$ cat src/rtl/core/g16ra_pkg.sv
// Package: GF(16) arithmetic, parity graph builder and sequencer microcode for the encoder.
package g16ra_pkg;

	localparam int InfoSyms    = 13;
	localparam int MaxReps     = 3;
	localparam int MaxStages   = InfoSyms * MaxReps;
	localparam int DefReplicas = 2;
	localparam int SymW        = 4;
	localparam int PosW        = 6;
	localparam int InfoIdxW    = $clog2(InfoSyms);
	localparam int StageIdxW   = $clog2(MaxStages);
	localparam int StepW       = 2;
	localparam int NumSteps    = 1 << StepW;
	localparam int WeightWrap  = 14;
	localparam logic [4:0] GfPoly = 5'h13;

	// Data source for the output word
	typedef enum logic [1:0] {
		SRC_NONE   = 2'd0,
		SRC_INFO   = 2'd1,
		SRC_PARITY = 2'd2
	} src_t;

	// Jump condition of a microcode step
	typedef enum logic [1:0] {
		COND_IN_ACCEPT = 2'd0,
		COND_INFO_END  = 2'd1,
		COND_SYM_END   = 2'd2,
		COND_NEVER     = 2'd3
	} cond_t;

	typedef logic [StepW-1:0] step_t;

	typedef struct packed {
		logic  load;
		src_t  src;
		cond_t cond;
		step_t target;
	} ctrl_word_t;

	// Status from the datapath to the sequencer
	typedef struct packed {
		logic in_fire;
		logic emit;
		logic info_end;
		logic sym_end;
	} seq_status_t;

	localparam step_t StepLoad   = 2'd0;
	localparam step_t StepInfo   = 2'd1;
	localparam step_t StepParity = 2'd2;

	// Microcode: load a message, send info symbols, send parity symbols
	localparam ctrl_word_t Microcode [NumSteps] = '{
		'{load: 1'b1, src: SRC_NONE,   cond: COND_IN_ACCEPT, target: StepInfo},
		'{load: 1'b0, src: SRC_INFO,   cond: COND_INFO_END,  target: StepParity},
		'{load: 1'b0, src: SRC_PARITY, cond: COND_SYM_END,   target: StepLoad},
		'{load: 1'b0, src: SRC_NONE,   cond: COND_NEVER,     target: StepLoad}
	};

	typedef struct packed {
		logic [MaxStages-1:0][InfoIdxW-1:0] info;
		logic [MaxStages-1:0][SymW-1:0]     wgt;
	} graph_t;

	// alpha^e over x^4+x+1
	function automatic logic [SymW-1:0] gf_exp(int e);
		logic [4:0] x;
		x = 5'd1;
		for (int i = 0; i < e; i++) begin
			x = x << 1;
			if (x[4]) begin
				x = x ^ GfPoly;
			end
		end
		return x[SymW-1:0];
	endfunction

	// GF(16) product: carry-less multiply, then reduce
	function automatic logic [SymW-1:0] gf_mul(logic [SymW-1:0] a, logic [SymW-1:0] b);
		logic [6:0] p;
		p = '0;
		for (int i = 0; i < SymW; i++) begin
			if (b[i]) begin
				p = p ^ (7'(a) << i);
			end
		end
		for (int k = 6; k >= SymW; k--) begin
			if (p[k]) begin
				p = p ^ (7'(GfPoly) << (k - SymW));
			end
		end
		return p[SymW-1:0];
	endfunction

	// Interleaver and weight tables; a coprime stride hits each stage exactly once
	function automatic graph_t build_graph(int reps);
		graph_t g;
		int stride;
		int nc;
		int stage;
		int k;
		logic [SymW-1:0] wsum;
		logic [SymW-1:0] wval;
		g      = '0;
		stride = (reps == 1) ? 12 : 11;
		nc     = InfoSyms * reps;
		stage  = 0;
		k      = 0;
		for (int i = 0; i < InfoSyms; i++) begin
			wsum = '0;
			for (int r = 0; r < reps; r++) begin
				if (r + 1 < reps) begin
					wval = gf_exp(1 + k);
					wsum = wsum ^ wval;
				end else begin
					wval = (wsum == '0) ? SymW'(1) : wsum;
				end
				g.info[stage] = InfoIdxW'(i);
				g.wgt[stage]  = wval;
				k = (k == WeightWrap - 1) ? 0 : k + 1;
				stage = stage + stride;
				if (stage >= nc) begin
					stage = stage - nc;
				end
			end
		end
		return g;
	endfunction

endpackage

$ cat src/rtl/core/gf16_repeat_accumulate_encoder_top.sv
// Top level: GF(16) repeat-accumulate encoder, one tone per output word.
//
//   channel | handshake           | payload
//   --------+---------------------+-------------------------------------
//   in      | in_valid / in_ready | frame_type, payload_bits, check_bits
//   out     | out_valid/out_ready | tone, position, last
//
// A message is one load step and then 13*(REPLICAS+1) output words. Unless the
// output stalls, the sequencer issues one symbol per cycle from a single step per
// codeword section; the accumulator likewise folds one parity stage per cycle.
// Reset clears the step counter and the output valid; the message is taken only
// in the load step. A low out_ready holds a pending word and the sequencer.
module gf16_repeat_accumulate_encoder_top
	import g16ra_pkg::*;
#(
	parameter int REPLICAS = DefReplicas
) (
	input  logic                clk,
	input  logic                arst_n,
	input  logic                in_valid,
	output logic                in_ready,
	input  logic [1:0]          frame_type,
	input  logic [37:0]         payload_bits,
	input  logic [11:0]         check_bits,
	output logic                out_valid,
	input  logic                out_ready,
	output logic [SymW-1:0]     tone,
	output logic [PosW-1:0]     position,
	output logic                last
);

	localparam int Reps = (REPLICAS < 1) ? 1 : ((REPLICAS > MaxReps) ? MaxReps : REPLICAS);
	localparam logic [PosW-1:0] LastPos  = PosW'(InfoSyms * (Reps + 1) - 1);
	localparam logic [PosW-1:0] InfoLast = PosW'(InfoSyms - 1);
	localparam logic [PosW-1:0] InfoSymsP = PosW'(InfoSyms);
	localparam graph_t Graph = build_graph(Reps);

	ctrl_word_t  ctrl;
	seq_status_t status;

	logic [SymW-1:0]      nib_q [InfoSyms];
	logic [SymW-1:0]      acc_q;
	logic [PosW-1:0]      pos_q;
	logic                 out_valid_q;
	logic [SymW-1:0]      tone_q;
	logic [PosW-1:0]      position_q;
	logic                 last_q;

	logic                 in_fire;
	logic                 issue_ok;
	logic                 emit;
	logic [PosW-1:0]      stage_full;
	logic [StageIdxW-1:0] stage_idx;
	logic [SymW-1:0]      acc_next;
	logic [51:0]          msg;

	g16ra_sequencer u_seq (
		.clk    (clk),
		.arst_n (arst_n),
		.status (status),
		.ctrl   (ctrl)
	);

	// Handshake and issue control
	assign in_ready = ctrl.load;
	assign in_fire  = in_valid && in_ready;
	assign issue_ok = out_ready || !out_valid_q;
	assign emit     = (ctrl.src != SRC_NONE) && issue_ok;

	assign status.in_fire  = in_fire;
	assign status.emit     = emit;
	assign status.info_end = (pos_q == InfoLast);
	assign status.sym_end  = (pos_q == LastPos);

	// Fold the interleaved info symbol times its weight into the accumulator
	assign msg        = {frame_type, payload_bits, check_bits};
	assign stage_full = pos_q - InfoSymsP;
	assign stage_idx  = stage_full[StageIdxW-1:0];
	assign acc_next   = acc_q ^ gf_mul(Graph.wgt[stage_idx], nib_q[Graph.info[stage_idx]]);

	// Latch the info nibbles MSB-first
	always_ff @(posedge clk) begin
		if (in_fire) begin
			for (int s = 0; s < InfoSyms; s++) begin
				nib_q[s] <= msg[51 - 4 * s -: SymW];
			end
		end
	end

	// Advance the symbol counter and parity accumulator
	always_ff @(posedge clk or negedge arst_n) begin
		if (!arst_n) begin
			acc_q <= '0;
			pos_q <= '0;
		end else if (in_fire) begin
			acc_q <= '0;
			pos_q <= '0;
		end else if (emit) begin
			if (ctrl.src == SRC_PARITY) begin
				acc_q <= acc_next;
			end
			pos_q <= pos_q + PosW'(1);
		end
	end

	// Output register: load a word when free or being taken
	always_ff @(posedge clk or negedge arst_n) begin
		if (!arst_n) begin
			out_valid_q <= 1'b0;
		end else if (emit) begin
			out_valid_q <= 1'b1;
		end else if (out_ready) begin
			out_valid_q <= 1'b0;
		end
	end

	always_ff @(posedge clk) begin
		if (emit) begin
			tone_q     <= (ctrl.src == SRC_INFO) ? nib_q[pos_q[InfoIdxW-1:0]] : acc_next;
			position_q <= pos_q;
			last_q     <= (pos_q == LastPos);
		end
	end

	assign out_valid = out_valid_q;
	assign tone      = tone_q;
	assign position  = position_q;
	assign last      = last_q;

endmodule

$ cat src/rtl/core/g16ra_sequencer.sv
// Microcode sequencer: step counter, control ROM and conditional jumps.
module g16ra_sequencer
	import g16ra_pkg::*;
(
	input  logic        clk,
	input  logic        arst_n,
	input  seq_status_t status,
	output ctrl_word_t  ctrl
);

	step_t step_q;
	logic  jump;

	// Fetch the control word of the current step
	assign ctrl = Microcode[step_q];

	// Evaluate the jump condition
	always_comb begin
		case (ctrl.cond)
			COND_IN_ACCEPT: jump = status.in_fire;
			COND_INFO_END:  jump = status.emit && status.info_end;
			COND_SYM_END:   jump = status.emit && status.sym_end;
			default:        jump = 1'b0;
		endcase
	end

	// Jump on condition, otherwise hold the step
	always_ff @(posedge clk or negedge arst_n) begin
		if (!arst_n) begin
			step_q <= StepLoad;
		end else if (jump) begin
			step_q <= ctrl.target;
		end
	end

endmodule
$ cat config.mk
export PLATFORM = sky130hd
export DESIGN_NAME = gf16_repeat_accumulate_encoder_top
export DESIGN_NICKNAME = d
export VERILOG_FILES = /design/src/rtl/core/g16ra_pkg.sv /design/src/rtl/core/gf16_repeat_accumulate_encoder_top.sv /design/src/rtl/core/g16ra_sequencer.sv
export SDC_FILE = /design/constraint.sdc
export NUM_CORES = 1
export LEC_CHECK = 0
export ABC_CLOCK_PERIOD_IN_PS = 6250
export BUFFER_PORTS_ARGS = -buffer_cell sky130_fd_sc_hd__buf_2
export CAP_MARGIN = 15
export CORE_ASPECT_RATIO = 1.1
export CORE_MARGIN = 2
export CORE_UTILIZATION = 58
export CTS_CLUSTER_DIAMETER = 150
export DETAILED_ROUTE_END_ITERATION = 7
export GPL_ROUTABILITY_DRIVEN = 0
export PLACE_DENSITY = 0.89
export SLEW_MARGIN = 25
export SYNTH_ARGS = -nofsm -noshare
export SYNTH_HDL_FRONTEND = slang
export SYNTH_SLANG_ARGS = --single-unit
$ cat constraint.sdc
create_clock -name clk -period 6.25 [get_ports clk]
set_input_delay 0.625 -clock clk [delete_from_list [all_inputs] [get_ports clk]]
set_output_delay 0.625 -clock clk [all_outputs]
set_load 0.05 [all_outputs]
==> results.yml <==
global_routing:
  antenna_found_initial: 0
  grt_usage_pct: 24.4
  grt_pass1_vias: 3533
  grt_pass1_wl_um: 17600
  grt_max_degree: 62
  grt_overflow_total: 0
route:
  ant_nets: 0
  vias_per_cell: 6.35
  vias: 3627
  routedWlPerCell_um: 18.2
  drc: 0
  first_pass_iters: 6
  drt-total-wl_um: 10400
  drt_iter0_drc: 445
timing:
  fin_setup_tns_ns: 0
  fin_crit_ns: 5.33
  rsz0062_at_grt: "false"
  fmaxAchievable_ghz: 0.187
  relSlewSlack_pct: 30.9
  fin_ws_ns: 0.915
  fin_crit_sh_pct: 85.4
  setup_viol: 0
  finalHoldViolCount: 0
  hold_slack_ns: 0.155
  skew_ns: 0.00637
  tightest_slew_ns: 1.04
  maxSlewViolCount: 0
floorplanning:
  fp.dieW_um: 90.1
  io_pins: 69
  die-area_mm2: 0.00890
  initial_core_util_pct: 59.8
  coreArea_mm2: 0.00791
  dieHeight_um: 98.8
  row_count: 34
yosys:
  ys_seq_area_share_pct: 46.8
  yosys.cell_types.count: 75
  syn_nets: 472
  synth_flop_cell: "edfxtp_1"
  synth.avg_cell_area_um2: 11.8
  synth_seq_cells: 76
  synth_most_common_cell: "edfxtp_1"
  synthCells: 400
  synth_common_cells: "edfxtp_1 (63), nand2_1 (40), nor2_1 (24), o21ai_0 (21), mux4_2 (17)"
  synth_top_area_share_pct: 40.0
  yosys_warnings: 0
  synth_area_leader_cell: "edfxtp_1"
  yosys-top-cells-area: "edfxtp_1 (40%), mux4_2 (8.1%), dfrtp_1 (6.9%)"
  synth_edf_count: 63
  async_reset_ff_share_pct: 17.1
  syn_area_mm2: 0.00473
critical_path:
  cp.required_ns: 6.35
  regToRegStartpoint: "pos_q[1]"
  cp_max_fo: 26
  worst_setup_path_start_kind: "flip-flop"
  r2r-end: "tone[1]"
  rr_worst_depth: 16
  worstSetupStartpoint: "pos_q[1]"
  r2r_slack_ns: 0.92
  endpoint_kind: "flip-flop"
  worstPathArrival_ns: 5.44
  endpoint: "tone[1]"
  path_class: "flip-flop to flip-flop"
cells_and_area:
  syn2layout_area_growth_pct: 11.9
  multi_input_area_mm2: 0.00233
  seq_area_mm2: 0.00222
  drive_above_1_share_pct: 27.4
  layout.nets: 530
  nFillCells: 590
  diodes: 0
place:
  io_buffers: 68
  pre_cts_slack_ns: 1.04
  hpwl_um: 7500
cts:
  holdBufCountCts: 0
  postCtsSetupRepairBufs: 0
  numClockSinks: 76
  clockRootBuffer: "clkbuf_8"
  cts-buffers-inserted: 9
  clockBufferDepth: 2
  clk_latency_ns: 0.35
  clkSlewWorstSetupHoldPaths_ns: 0.08
  cts_resized: 0
  cts_tree: "yes"
  cts_max_level: 3
min_path:
  hold_class: "primary input to asynchronous set/reset pin"
power_and_ir_drop:
  powerDensity_mw_per_mm2: 449
  peakVddDrop_mv: 0.263
  power_leakage_nw: 2.01
  power_mw: 2.38
outcome:
  outcome: "finished clean"
job:
  max-cap-violations: 0
cells by family after synthesis:
| family | share of synthesized area (%) |
|---|---|
| AOI/OAI and AO/OA | 14.6 |
| xor gates and xnor gates | 5.66 |
| adders and majority gates | 4.23 |
| buffers and inverters | 3.88 |
| DFF | 46.8 |
| muxes | 11.0 |
| and+or+nand+nor | 13.8 |
cells in the final DEF, fill, tap and decap left out, drive strengths merged, types with 3 or more instances in the layout:
cell type	instances
mux4	17
nand2	40
a32oi	3
a21oi	11
nor3	6
a211oi	4
xor2	6
clkbuf	9
dfrtp	13
o221ai	3
a31oi	6
and2	5
nand2b	6
and3	7
mux2i	5
mux2	8
ha	16
or3	3
edfxtp	63
o311ai	3
buf	71
clkinv	3
o211a	3
o21ai	27
nand3b	3
nand3	13
xnor2	10
nor2	25
a311oi	4
nand4	7
inv	14
nor2b	3
o2111ai	3
o211ai	7
a311o	3
report_power, final:
part           switching [mW]  internal, mW  leakage [nW]
registers              0.0887         0.718         0.763
clock network           0.181         0.186        0.0939
logic                   0.782         0.421          1.15
state kept, by name, summed over array words and instances (netlist names):
register,count
acc_q,4
last,1
nib_q,52
out_valid,1
pos_q,6
position,6
tone,4
u_seq.step_q,2
worst max-delay path, stage by stage (launching register included):
cell and delay (ns):
dfrtp_1 0.37, buf_4 0.24, inv_1 0.19, ha_1 0.26, inv_1 0.10, ha_1 0.58, nand2b_1 0.20, a21boi_0 0.22
mux2i_1 0.17, o21ai_2 0.46, nand2_1 0.33, and3_1 0.29, o311ai_1 0.38, a31oi_1 0.18, xnor3_1 0.39, xor3_1 0.41
mux2_2 0.29
layout make-up:
| cell class | count | share of cell area (%) |
|---|---|---|
| Clock buffer | 9 | 2.34 |
| Clock inverter | 7 | 1.42 |
| Inverter | 13 | 0.921 |
| Multi-Input combinational cell | 287 | 44.1 |
| Sequential cell | 76 | 41.9 |
| Tap cell | 108 | 2.55 |
| Timing Repair Buffer | 71 | 6.85 |
how the worst min path moves through the flow:
stage               cells past startpoint       from   endpoint
finish                                  1     arst_n   pos_q[2]
global route                            1     arst_n   pos_q[1]
CTS                                     1     arst_n   pos_q[2]
detailed placement                      2  out_valid  out_valid
global placement                        2   acc_q[3]   acc_q[3]
floorplan                               0     arst_n   acc_q[0]
per-stage QoR:
stage	area (um2)	utilization, %	instances
2_1_floorplan	4730	-	400
3_3_place_gp	5100	64.4	555
3_5_place_dp	5100	64.4	555
4_1_cts	5300	66.9	571
5_1_grt	5300	66.9	571
6_report	5300	66.9	571
metal layers:
layer | vias up | wire length (um) | share of wire [%] | track usage [%]
met2 | 247 | 5090 | 49 | 40.2
met4 | 0 | 278 | 2.7 | 10.7
met5 | - | 0 | 0 | 0
li1 | 1652 | - | - | -
met3 | 36 | 850 | 8.2 | 4.28
met1 | 1692 | 4170 | 40 | 32.3
No activity file was read; power rests on OpenSTA's default activity.
